**src/design/bpk_pkg.sv**
```systemverilog
package bpk_pkg;

   // Number of result beats that one input beat produces.
   typedef struct packed {
      logic has_first;
      logic has_second;
   } bpk_ctl_type;

   // Width of the result queue's occupancy count (holds 0..2).
   localparam int unsigned QCNT_W = 2;

endpackage

```
**src/design/bpk_merge.sv**
```systemverilog
module bpk_merge #(
   parameter int unsigned LANES = 4
) (
   input  logic [8*LANES-1:0]         held_data,
   input  logic [$clog2(LANES)-1:0]   held_cnt,
   input  logic [8*LANES-1:0]         beat_data,
   input  logic [LANES-1:0]           beat_keep,
   input  logic                       beat_last,
   output logic [8*LANES-1:0]         first_data,
   output logic [LANES-1:0]           first_keep,
   output logic                       first_last,
   output logic [8*LANES-1:0]         second_data,
   output logic [LANES-1:0]           second_keep,
   output bpk_pkg::bpk_ctl_type       ctl,
   output logic [8*LANES-1:0]         next_held_data,
   output logic [$clog2(LANES)-1:0]   next_held_cnt
);
   import bpk_pkg::*;

   localparam int unsigned CW = $clog2(LANES);
   localparam int unsigned TW = $clog2(2*LANES);

   logic [7:0]    pack_bytes [2*LANES];
   logic [TW-1:0] lane_pos [LANES];
   logic [TW-1:0] total_cnt;
   logic [TW-1:0] rem_cnt;
   logic          full;

   // Target position of each input lane: held bytes plus kept lanes below it.
   always_comb begin
      logic [LANES-1:0] low_mask;
      for (int i = 0; i < LANES; i++) begin
         for (int b = 0; b < LANES; b++) begin
            low_mask[b] = (b < i);
         end
         lane_pos[i] = TW'(held_cnt) + TW'($countones(beat_keep & low_mask));
      end
   end

   // Held bytes first, then the kept lanes compacted behind them.
   always_comb begin
      for (int j = 0; j < LANES; j++) begin
         pack_bytes[j] = (TW'(j) < TW'(held_cnt)) ? held_data[8*j +: 8] : 8'h00;
      end
      for (int j = LANES; j < 2*LANES; j++) begin
         pack_bytes[j] = 8'h00;
      end
      for (int i = 0; i < LANES; i++) begin
         for (int j = 0; j < 2*LANES; j++) begin
            if (beat_keep[i] && (lane_pos[i] == TW'(j))) begin
               pack_bytes[j] = beat_data[8*i +: 8];
            end
         end
      end
   end

   // Byte counts for this beat.
   assign total_cnt = TW'(held_cnt) + TW'($countones(beat_keep));
   assign full      = (total_cnt >= TW'(LANES));
   assign rem_cnt   = full ? (total_cnt - TW'(LANES)) : total_cnt;

   // Result words and keep masks.
   always_comb begin
      for (int j = 0; j < LANES; j++) begin
         first_data[8*j +: 8]  = pack_bytes[j];
         second_data[8*j +: 8] = pack_bytes[LANES + j];
         first_keep[j]         = (TW'(j) < total_cnt);
         second_keep[j]        = (TW'(j) < rem_cnt);
      end
   end

   // A full word ends the packet only when nothing is left over.
   assign first_last     = beat_last && (!full || (total_cnt == TW'(LANES)));
   assign ctl.has_first  = full || beat_last;
   assign ctl.has_second = full && beat_last && (rem_cnt != '0);

   // The leftover bytes stay held unless the packet ends here.
   assign next_held_data = full ? second_data : first_data;
   assign next_held_cnt  = beat_last ? '0 : CW'(rem_cnt);

endmodule

```
**src/design/bpk_rsp_queue.sv**
```systemverilog
module bpk_rsp_queue #(
   parameter int unsigned WIDTH = 38
) (
   input  logic                       clock,
   input  logic                       reset,
   input  logic                       push_a,
   input  logic [WIDTH-1:0]           data_a,
   input  logic                       push_b,
   input  logic [WIDTH-1:0]           data_b,
   input  logic                       pop,
   output logic                       head_valid,
   output logic [WIDTH-1:0]           head_data,
   output logic [bpk_pkg::QCNT_W-1:0] space
);
   import bpk_pkg::*;

   logic [WIDTH-1:0]  q0_ff, q0_in;
   logic [WIDTH-1:0]  q1_ff, q1_in;
   logic [QCNT_W-1:0] cnt_ff, cnt_in;
   logic [QCNT_W-1:0] cnt_left;

   // Occupancy after this cycle's pop, and room left for new beats.
   assign cnt_left = cnt_ff - QCNT_W'(pop);
   assign space    = QCNT_W'(2) - cnt_left;

   // Shift the head out on pop, then append pushed beats in order.
   always_comb begin
      q0_in  = q0_ff;
      q1_in  = q1_ff;
      cnt_in = cnt_left;
      if (pop) begin
         q0_in = q1_ff;
      end
      if (push_a) begin
         if (cnt_in == '0) begin
            q0_in = data_a;
         end else begin
            q1_in = data_a;
         end
         cnt_in = cnt_in + 1'b1;
      end
      if (push_b) begin
         if (cnt_in == '0) begin
            q0_in = data_b;
         end else begin
            q1_in = data_b;
         end
         cnt_in = cnt_in + 1'b1;
      end
   end

   always_ff @(posedge clock) begin
      q0_ff <= q0_in;
      q1_ff <= q1_in;
      if (reset) begin
         cnt_ff <= '0;
      end else begin
         cnt_ff <= cnt_in;
      end
   end

   assign head_valid = (cnt_ff != '0);
   assign head_data  = q0_ff;

endmodule

```
**src/design/stream_null_byte_packer.sv**
```systemverilog
// An accepted beat passes the input register, then the result queue, before its first result beat shows.
// Throughput: one input beat per cycle while the result queue has room; a beat that yields two
// result beats fills both entries of the two-entry result queue.
// The input register and the two-entry result queue bound how far stalls back up.
// Reset (synchronous, active high) empties both stages and clears the held bytes.
module stream_null_byte_packer #(
   parameter int unsigned BYTE_LANES = 4
) (
   input  logic                    clock,
   input  logic                    reset,
   input  logic                    req_valid,
   output logic                    req_stall,
   input  logic [8*BYTE_LANES-1:0] req_data,
   input  logic [BYTE_LANES-1:0]   req_keep,
   input  logic                    req_last,
   output logic                    rsp_valid,
   input  logic                    rsp_stall,
   output logic [8*BYTE_LANES-1:0] rsp_data,
   output logic [BYTE_LANES-1:0]   rsp_keep,
   output logic                    rsp_last,
   output logic                    rsp_step_end
);
   import bpk_pkg::*;

   localparam int unsigned DW = 8*BYTE_LANES;
   localparam int unsigned CW = $clog2(BYTE_LANES);
   localparam int unsigned QW = DW + BYTE_LANES + 2;

   logic              s1_valid_ff, s1_valid_in;
   logic [DW-1:0]     s1_data_ff, s1_data_in;
   logic [BYTE_LANES-1:0] s1_keep_ff, s1_keep_in;
   logic              s1_last_ff, s1_last_in;
   logic [DW-1:0]     held_data_ff, held_data_in;
   logic [CW-1:0]     held_cnt_ff, held_cnt_in;

   logic [DW-1:0]         first_data, second_data;
   logic [BYTE_LANES-1:0] first_keep, second_keep;
   logic                  first_last;
   bpk_ctl_type           ctl;
   logic [DW-1:0]         next_held_data;
   logic [CW-1:0]         next_held_cnt;

   logic [QCNT_W-1:0] q_space;
   logic [QCNT_W-1:0] need;
   logic              advance;
   logic              accept;
   logic              pop;
   logic [QW-1:0]     entry_a, entry_b, head_data;

   // Byte compaction and merge with the held remainder.
   bpk_merge #(.LANES(BYTE_LANES)) u_merge (
      .held_data      (held_data_ff),
      .held_cnt       (held_cnt_ff),
      .beat_data      (s1_data_ff),
      .beat_keep      (s1_keep_ff),
      .beat_last      (s1_last_ff),
      .first_data     (first_data),
      .first_keep     (first_keep),
      .first_last     (first_last),
      .second_data    (second_data),
      .second_keep    (second_keep),
      .ctl            (ctl),
      .next_held_data (next_held_data),
      .next_held_cnt  (next_held_cnt)
   );

   // The registered beat moves on once the queue has room for all its results.
   assign need      = QCNT_W'(ctl.has_first) + QCNT_W'(ctl.has_second);
   assign advance   = s1_valid_ff && (need <= q_space);
   assign req_stall = s1_valid_ff && !advance;
   assign accept    = req_valid && !req_stall;

   // Input register and held-byte state.
   always_comb begin
      s1_valid_in  = s1_valid_ff;
      s1_data_in   = s1_data_ff;
      s1_keep_in   = s1_keep_ff;
      s1_last_in   = s1_last_ff;
      held_data_in = held_data_ff;
      held_cnt_in  = held_cnt_ff;
      if (advance) begin
         s1_valid_in  = 1'b0;
         held_data_in = next_held_data;
         held_cnt_in  = next_held_cnt;
      end
      if (accept) begin
         s1_valid_in = 1'b1;
         s1_data_in  = req_data;
         s1_keep_in  = req_keep;
         s1_last_in  = req_last;
      end
   end

   always_ff @(posedge clock) begin
      s1_data_ff   <= s1_data_in;
      s1_keep_ff   <= s1_keep_in;
      s1_last_ff   <= s1_last_in;
      held_data_ff <= held_data_in;
      if (reset) begin
         s1_valid_ff <= 1'b0;
         held_cnt_ff <= '0;
      end else begin
         s1_valid_ff <= s1_valid_in;
         held_cnt_ff <= held_cnt_in;
      end
   end

   // Result beats: the last one produced by an input beat carries step_end.
   assign entry_a = {first_data, first_keep, first_last, !ctl.has_second};
   assign entry_b = {second_data, second_keep, 1'b1, 1'b1};
   assign pop     = rsp_valid && !rsp_stall;

   bpk_rsp_queue #(.WIDTH(QW)) u_rsp_queue (
      .clock      (clock),
      .reset      (reset),
      .push_a     (advance && ctl.has_first),
      .data_a     (entry_a),
      .push_b     (advance && ctl.has_second),
      .data_b     (entry_b),
      .pop        (pop),
      .head_valid (rsp_valid),
      .head_data  (head_data),
      .space      (q_space)
   );

   assign {rsp_data, rsp_keep, rsp_last, rsp_step_end} = head_data;

endmodule

```
**config.mk**
```make
export PLATFORM = sky130hd
export DESIGN_NAME = stream_null_byte_packer
export DESIGN_NICKNAME = d
export VERILOG_FILES = /design/src/design/bpk_pkg.sv /design/src/design/bpk_merge.sv /design/src/design/bpk_rsp_queue.sv /design/src/design/stream_null_byte_packer.sv
export SDC_FILE = /design/constraint.sdc
export NUM_CORES = 1
export LEC_CHECK = 0
export BUFFER_PORTS_ARGS = -buffer_cell sky130_fd_sc_hd__buf_4
export CAP_MARGIN = 30
export CORE_MARGIN = 1
export CORE_UTILIZATION = 45
export DETAILED_ROUTE_END_ITERATION = 8
export PLACE_DENSITY = 0.74
export SLEW_MARGIN = 20
export SYNTH_ARGS = -nofsm -noshare
export SYNTH_HDL_FRONTEND = slang
export SYNTH_SLANG_ARGS = --single-unit
```
**constraint.sdc**
```tcl
create_clock -name clock -period 12.1 [get_ports clock]
set_input_delay 0.605 -clock clock [delete_from_list [all_inputs] [get_ports clock]]
set_output_delay 0.605 -clock clock [all_outputs]
set_load 0.02 [all_outputs]
```
==> results of run 1 <==
[registers in the layout, indices dropped and copies added (netlist names)]
register	flops
held_data_ff	24
u_rsp_queue.q1_ff	38
held_cnt_ff	2
u_rsp_queue.cnt_ff	2
s1_valid_ff	1
u_rsp_queue.head_data	38
s1_last_ff	1
s1_data_ff	32
s1_keep_ff	4
[worst reg2reg max path: stages (launching register included)]
cell and delay, ns:
edfxtp_1 0.38, buf_4 0.26, ha_1 0.35, inv_1 0.09, fa_1 0.40, inv_1 0.07, ha_1 0.24, xor2_2 0.67
nand3_1 0.31, inv_1 0.20, ha_1 0.25, inv_1 0.06, ha_1 0.23, and3_1 0.18, a21oi_1 0.42, buf_2 0.30
inv_1 0.07, buf_4 0.29, nand3_1 0.65, o21ai_0 0.22, o21ai_0 0.20
[worst paths after layout]
| check | start | endpoint | slack [ns] | cells after the start |
|---|---|---|---|---|
| worst max register to register | s1_keep_ff[0] | u_rsp_queue.head_data[35] | 6.18 | 20 |
| worst max-delay path | s1_keep_ff[0] | u_rsp_queue.head_data[35] | 6.18 | 20 |
| worst min-delay path | req_data[25] | s1_data_ff[25] | 0.34 | 1 |
| worst min register to register | u_rsp_queue.q1_ff[5] | u_rsp_queue.head_data[5] | 0.47 | 2 |
[cell families (layout without fill, tap and decap cells)]
family	Yosys count	after routing	share of synthesized area, %
AO/OA/AOI/OAI	325	325	24.7
XOR/XNOR	5	5	0.763
adder cells (fa/ha/maj)	17	17	2.93
buffers and inverters	130	149	6.15
flip-flops	142	142	40.5
multiplexers	56	56	6.94
AND/OR/NAND/NOR	302	302	18.1
[placed cells by master, fill, tap and decap left out, drive strengths merged, types with 5 or more instances in the layout]
master   count
o21ai      102
buf         98
nand2       81
dfxtp       81
nor2        75
edfxtp      61
nor3        54
a211oi      46
a21oi       42
o22ai       35
a22o        32
mux2i       31
nand3       28
mux2        25
clkbuf      24
inv         19
o211ai      13
a31oi       12
ha          12
and4        11
a32oi       10
nand3b       8
a211o        8
o21a         8
a311oi       8
nand4b       7
nand2b       6
and4b        5
nand4bb      5
fa           5
[metal layers]
metal | wire length [um] | global-route usage [%] | vias to the layer above | part of all wire, %
li1 | - | - | 3683 | -
met1 | 11500 | 37.9 | 3728 | 43
met2 | 11600 | 40.9 | 430 | 43
met3 | 2330 | 5.02 | 84 | 8.8
met4 | 1240 | 17.1 | 0 | 4.7
met5 | 0 | 0 | - | 0
[power by group through the flow]
stage          Clock (mW)  Combinational [mW]  Sequential (mW)
2_1_floorplan           0               0.870            0.904
3_3_place_gp            0                1.23            0.910
3_5_place_dp            0                1.26            0.910
4_1_cts             0.555                1.27            0.905
5_1_grt             0.577                1.41            0.928
6_report            0.554                1.29            0.911
[layout make-up]
| class | count | area, um^2 | share of cell area, % |
|---|---|---|---|
| clock inverter | 8 | 130 | 1.33 |
| multi-input combinational | 705 | 4610 | 47.0 |
| timing repair buffer | 98 | 753 | 7.69 |
| sequential | 142 | 3450 | 35.3 |
| clock buffer | 24 | 492 | 5.02 |
| inverter | 19 | 71.3 | 0.728 |
| tap | 229 | 287 | 2.93 |
[metrics by stage]
step	util, %	hold slack, ns
3_3_place_gp	49.9	0.463
2_1_floorplan	-	0.441
4_1_cts	53.6	0.333
5_1_grt	53.6	0.324
3_5_place_dp	50.2	0.460
6_report	53.6	0.338
==> results by stage, run 1 <==
Logic synthesis:
- The number of instances in the synthesized netlist is 977.
- By area the synthesized netlist is led by edfxtp_1, dfxtp_1, o21ai_0.
- For this run, the leading register cell type out of synthesis is dfxtp_1.
- Summing the sequential cell areas from Yosys gives 40.5% of the chip area.
- Yosys printed 0 warnings.
- Counting flops and latches in the post-synthesis netlist gives around 140.
- edfxtp_1 takes more of the synthesized area than any other cell.
- In the synthesized netlist the async set-or-reset flop fraction comes to 0%.
- After synthesis, the largest area contributor takes up 21.5% of total cell area.
- The average footprint of a synthesized cell is 8.73 um^2.
- In this run, distinct cell masters in the synthesized netlist total 60.
- The combined area of all synthesized cells is 8530 um^2.
- The synthesized design contains 61 enable-type register cells.
- The post-synthesis net count is 1035.
- In the post-synthesis netlist, the cell with the most instances is o21ai_0.
- In the synthesized netlist, the cells that appear most often are o21ai_0, dfxtp_1, nand2_1.

Route:
- The ratio of routed vias to standard cells is 6.47.
- The total length of routed wires is between 20000 and 30000 um.
- The detailed-route DRC error count is 0.
- The number of vias after detailed routing is about 8k.
- The number of detailed-route iterations in the first pass is 7.
- After detailed routing, the average wire length per cell comes to 21.7 um.
- The residual antenna-violating net count after detailed routing is 0.
- The first-iteration detailed-routing DRC count is 987.

Global route:
- The first-pass GRT wire length is 41300 um.
- Global routing consumed, over all layers together, 27.8% of the routing resources.
- The pin count of the biggest net entering global routing is 42.
- The sum of overflow across all layers after global routing is 0.
- The number of antenna violations at the first check in global routing is 0.
- The via count of the first global-routing pass came to between 7k and 8k.

STA:
- The final setup slack of the worst path is between 6 and 7 ns.
- Timing would allow up to 169 MHz.
- The count of final hold-check violations was 0.
- The total negative slack for setup checks is 0 ns.
- Setup repair after global routing left no endpoint under its margin.
- The ratio of final minimum period to clock period is 49.0%.
- The count of final max-slew check failures was 0.
- The final critical path time including I/O delays and setup is 5.92 ns.
- In this run the tightest slew margin relative to its limit is 38.1%.
- The final count of negative-setup-slack endpoints is 0.
- For the final database, setup skew stands at 0.00978 ns.
- At the pin with the least slew margin, the transition time is 0.923 ns.

Pwr:
- Cell internal power was estimated by the tool at 1.61 mW.
- Combinational logic burns 46.8% of the power.
- The clock network accounts for about a fifth of the total power.
- The portion of total power attributed to sequential cells is 33.1%.
- The net switching power is 1.15 mW.
- The static leakage is 3.87 nW.
- Summing internal, switching and leakage power gives 2.75 mW.
- Net switching is between 40% and 50% of the power.
- VDD sags by at most 0.000133 V.
- Power spread over the standard cell area amounts to approximately 280 nW/um^2.

Final layout:
- Once layout is complete, the cells apart from fillers number 1225.
- Of the cells placed in the final design, the portion with a size suffix greater than 1 is 16.5%.
- The total of fill cells in the finished design is 1691.
- After routing the design area is 9790 um^2.
- At the end of the flow, the number of nets in the layout was 1041.
- 0 antenna diodes ended up in the layout.
- The layout overhead on the synthesized area is 14.8%.

Clock network:
- The clock transition at the registers of the reported paths is around 0.06 ns.
- TritonCTS built the clock tree.
- The number of hold buffers added after CTS was 0.
- The source-to-sink clock delay at the later pin of the worst-skew pair is ~0.44 ns.
- The tree built by TritonCTS fans out to between 100 and 150 sinks.
- The deepest level of the CTS H-tree is 4.
- Post-CTS repair changed the size of 0 cells.
- The buffers inserted during post-CTS setup optimization is 0.
- The number of buffers on the longest clock path is 2.
- The TritonCTS buffer count is 17.
- The root buffer cell chosen for the clock tree is clkbuf_16.

Setup path:
- For this run, the slowest stage of the critical path takes 0.67 ns.
- The critical path goes through buf_4 -> ha_1 -> inv_1 -> fa_1 -> inv_1 -> ha_1 -> xor2_2 -> nand3_1 -> inv_1 -> ha_1 -> inv_1 -> ha_1 -> and3_1 -> a21oi_1 -> buf_2 -> inv_1 -> buf_4 -> nand3_1 -> o21ai_0 -> o21ai_0.
- The worst setup path is captured at a flip-flop.
- The startpoint type of the worst setup path is a flip-flop.
- The number of buffers and inverters on the critical path is 8.
- For this design, the slowest cell found on the critical path is xor2_2.
- STA puts the critical path data arrival time at approximately 6.3 ns.
- Along the worst path, the maximum fanout reaches 36.
- STA puts the critical path data required time at around 12 ns.
- The setup path with the least slack is of type flip-flop to flip-flop.
- By instance count, the cell type seen most on the critical path is inv_1.
- The kind of cell with the highest combined delay along the critical path is adder cells.

Die:
- The count of boundary I/O pins is 81.
- The floorplan step set the die width to 140 um.
- The initial standard-cell utilization of the core is 46.7%.
- The floorplan row count is 49.
- The region available for standard cell placement spans 18300 um^2.
- The die is 140 um tall.
- The overall die area is 19500 um^2.

Hold path:
- The type of the most critical hold path is input pin to flip-flop.

Placement:
- Once placement finished, the instance area stood at 9170 um^2.
- The number of buffers added on ports is 80.
- The HPWL reported at the end of detailed placement is 18000 um.
- The placed instance count is 1192.
- The worst setup slack after placement is ~6 ns.
- At the end of routability-driven placement, the weighted congestion stood at 0.958.

Job:
- The count of max-cap constraint violations is 0.

Outcome:
- The run finished with clean final reports.
Note: power is estimated with default switching activity, not from simulation.
==> run 2, diff against run 1 <==
--- a/config.mk
+++ b/config.mk
@@ -10,7 +10,7 @@
 export CORE_MARGIN = 1
 export CORE_UTILIZATION = 45
 export DETAILED_ROUTE_END_ITERATION = 8
-export PLACE_DENSITY = 0.74
+export PLACE_DENSITY = 0.77
 export SLEW_MARGIN = 20
 export SYNTH_ARGS = -nofsm -noshare
 export SYNTH_HDL_FRONTEND = slang
==> constraint.sdc (replaced) <==
create_clock -name clock -period 4.9 [get_ports clock]
set_input_delay 0.245 -clock clock [delete_from_list [all_inputs] [get_ports clock]]
set_output_delay 0.245 -clock clock [all_outputs]
set_load 0.02 [all_outputs]
==> run 2 against run 1 <==
- cell count rose by 3.7%
- sequential share of layout area decreased by 1.6 points
- via count grew 4.9%
- die area did not move
- non-clock buffer count up 45
- maximum frequency rose by 30%
- core utilization is 2.5 points higher
- worst hold slack worse by 0.31 ns
- sequential cell count unchanged
==> results by stage, run 2 (synthesized netlist as in run 1, its figures left out) <==
STA:
- After layout, the worst path uses 93.2% of the clock period.
- The final setup slack of the worst path is roughly 0.33 ns.
- The count of final hold-check violations is 0.
- The worst path in the final design needs a cycle of 4.57 ns, including I/O delays and setup.
- Setup repair after global routing left no endpoint under its margin.
- The highest clock frequency the design can meet is 219 MHz.
- The final count of negative-setup-slack endpoints is 0.
- For the final database, setup skew stands at roughly 0.013 ns.
- At the pin with the least slew margin, the transition time is 0.773 ns.
- The tightest hold path in the finished design has a slack of 0.0270 ns.
- The count of final max-slew check failures is 0.
- The total negative slack for setup checks is 0 ns.
- In this run the tightest slew margin relative to its limit is 48.1%.

Job:
- Max-cap violations in this run came to 0.

Final layout:
- The number of nets in the final layout is roughly 1.1k.
- The register area is around 3500 um^2.
- The total of fill cells in the finished design is 1609.
- The combined area of the multi-input logic cells is 4610 um^2.
- In the layout the commonest cells are buf_4, o21ai_0, nand2_1, dfxtp_1, nor2_1.
- The antenna diode instance count is 0.
- The area growth from synthesis to layout is 20.1%.
- After routing the design area is 10200 um^2.
- The fraction of layout cells with a size suffix above 1 is 16.9%.
- The library cell used most frequently in the layout, excluding fill and tap cells, is buf_4.

Global route:
- Entering global routing, the biggest net connects 42 pins.
- The sum of overflow across all layers after global routing is 0.
- The number of antenna violations at the first check in global routing came to 0.
- The global-route usage over all layers is 28.6%.
- The via count of the first global-routing pass is 7738.
- The first global-routing pass estimated 43000 um of wire.

Die:
- Pin placement for this block handled just over 80 I/O pins.
- The die height is approximately 140 um.
- Row generation in the floorplan step produced between 40 and 50 rows.
- The die covers 19500 um^2.
- For this configuration, the core starts out at a cell density of 46.7%.
- In this run the standard cell core region covers 18300 um^2.
- The horizontal extent of the die is between 100 and 150 um.

Placement:
- The HPWL after detailed placement is between 15000 and 20000 um.
- The placed instances occupy a cell area of between 9000 and 10000 um^2.
- Port buffering added 80 buffers.
- The final weighted congestion in routability-driven placement is 0.931.
- At the placement stage, the worst setup path has a slack of 0.0643 ns.

Clock network:
- The deepest level of the CTS H-tree is 4.
- The clock transition at the registers of the reported paths is 0.06 ns.
- The clock sink count is about 140.
- Clock tree synthesis inserted a total of 17 buffers.
- The clock tree from TritonCTS is built.
- The clock passes through at most 2 buffers.
- In this run the clock root is driven by a clkbuf_16.
- Clock latency on the worst-skew pair, taken at its later pin, is around 0.43 ns.

Route:
- The residual antenna-violating net count after detailed routing is 0.
- The number of detailed-route iterations in the first pass is 6.
- For this block, the initial DRC count from the detailed router was ~1.2k.
- The total length of routed wires is between 20000 and 30000 um.
- The final routed wire length divided by cell count is 21.5 um.
- The number of vias after detailed routing is ~8.3k.
- The detailed-route DRC error count is 0.
- The ratio of routed vias to standard cells is around 6.5.

Setup path:
- The delay of the slowest cell on the worst path is just over 0.5 ns.
- STA classifies the critical path endpoint as a flip-flop.
- The worst setup path category is flip-flop to flip-flop.
- The number of buffers and inverters on the critical path is 7.
- The startpoint type of the worst setup path is a flip-flop.
- The cell repeated most along the worst path is inv_1.
- For flop-to-flop paths, the worst setup slack is 0.33 ns.
- Traced cell by cell, the critical path runs through ha_1 -> inv_1 -> fa_1 -> inv_1 -> ha_1 -> nand2b_1 -> nand3_1 -> inv_1 -> ha_1 -> inv_1 -> ha_1 -> and3_1 -> a21oi_2 -> inv_1 -> buf_4 -> and2_0 -> buf_4 -> o21ai_0 -> o22ai_1.
- The largest delay contributor family on the critical path is adder cells.
- At the worst endpoint, the required time is 5.19 ns.
- The worst endpoint data arrival time is 4.85 ns.
- The highest-delay cell along the critical path is edfxtp_1.
- The maximum fanout count along the critical path is 33.

Outcome:
- The run finished with clean final reports.

Hold path:
- The min-delay analysis places its worst path in the category input pin to flip-flop.

Pwr:
- The total power consumption of the routed design is 6.96 mW.
- The worst-case IR drop observed on VDD is approximately 0.0003 V.
- In this run the power density over the cells is 679 nW/um^2.
- The analysis attributes to cell leakage a power of slightly above 4 nW.
[run 2: cell count changes in the layout (fill, tap and decap cells not counted), sizes merged]
| cell | delta |
|---|---|
| dlygate4sd3 | +36 |
| buf | +9 |
| clkbuf | -4 |
| inv | +3 |
| clkinv | +2 |
| clkinvlp | -2 |
| bufinv | +1 |
[run 2: metal layers]
layer / up-vias / GRT usage [%] / share of wire (%)
li1: 3770 / - / -
met5: - / 0 / 0
met2: 550 / 43.0 / 43
met1: 3879 / 38.0 / 41
met4: 0 / 15.3 / 5.4
met3: 118 / 6.78 / 11
[run 2: report_power, final]
part	switching (mW)	internal, mW
clock	0.528	0.900
sequential	0.391	1.86
combinational	1.97	1.31
total	2.89	4.07
[run 2: area by class of cell]
class | count | share of cell area (%)
Clock buffer | 20 | 4.57
Sequential cell | 142 | 33.7
Clock inverter | 12 | 1.75
Timing Repair Buffer | 143 | 11.5
Tap cell | 229 | 2.80
Inverter | 19 | 0.696
Multi-Input combinational cell | 705 | 45.0
[run 2: worst paths after layout]
kind | start | end | cells after the start
worst min register to register | u_rsp_queue.q1_ff[0] | u_rsp_queue.q1_ff[0] | 2
worst min-delay path | req_keep[2] | s1_keep_ff[2] | 1
worst max-delay path | s1_keep_ff[1] | u_rsp_queue.head_data[7] | 19
worst max register to register | s1_keep_ff[1] | u_rsp_queue.head_data[7] | 19
[run 2: worst reg2reg max path, delay by kind of cell, from the launching register on]
kind                       cells  cell delay (ns)
adders and majority gates      5             1.55
buffers and inverters          7             0.96
and+or+nand+nor                4             0.77
AOI/OAI and AO/OA              3             0.64
DFF                            1             0.51
[run 2: stage by stage]
stage / std cells / utilization [%]
final: 1270 / 56.1
after global placement: 1202 / 50.5
after detailed placement: 1202 / 50.5
after CTS: 1269 / 56.0
after floorplan: 977 / -
after global routing: 1270 / 56.1
[run 2: what timing repair did]
item                                    4_1_cts  5_1_grt
hold buffers                                 35        1
resized for setup                             0        2
buffers inserted                              0        0
endpoints found under the setup margin        0       16
endpoints found under the hold margin        35        1
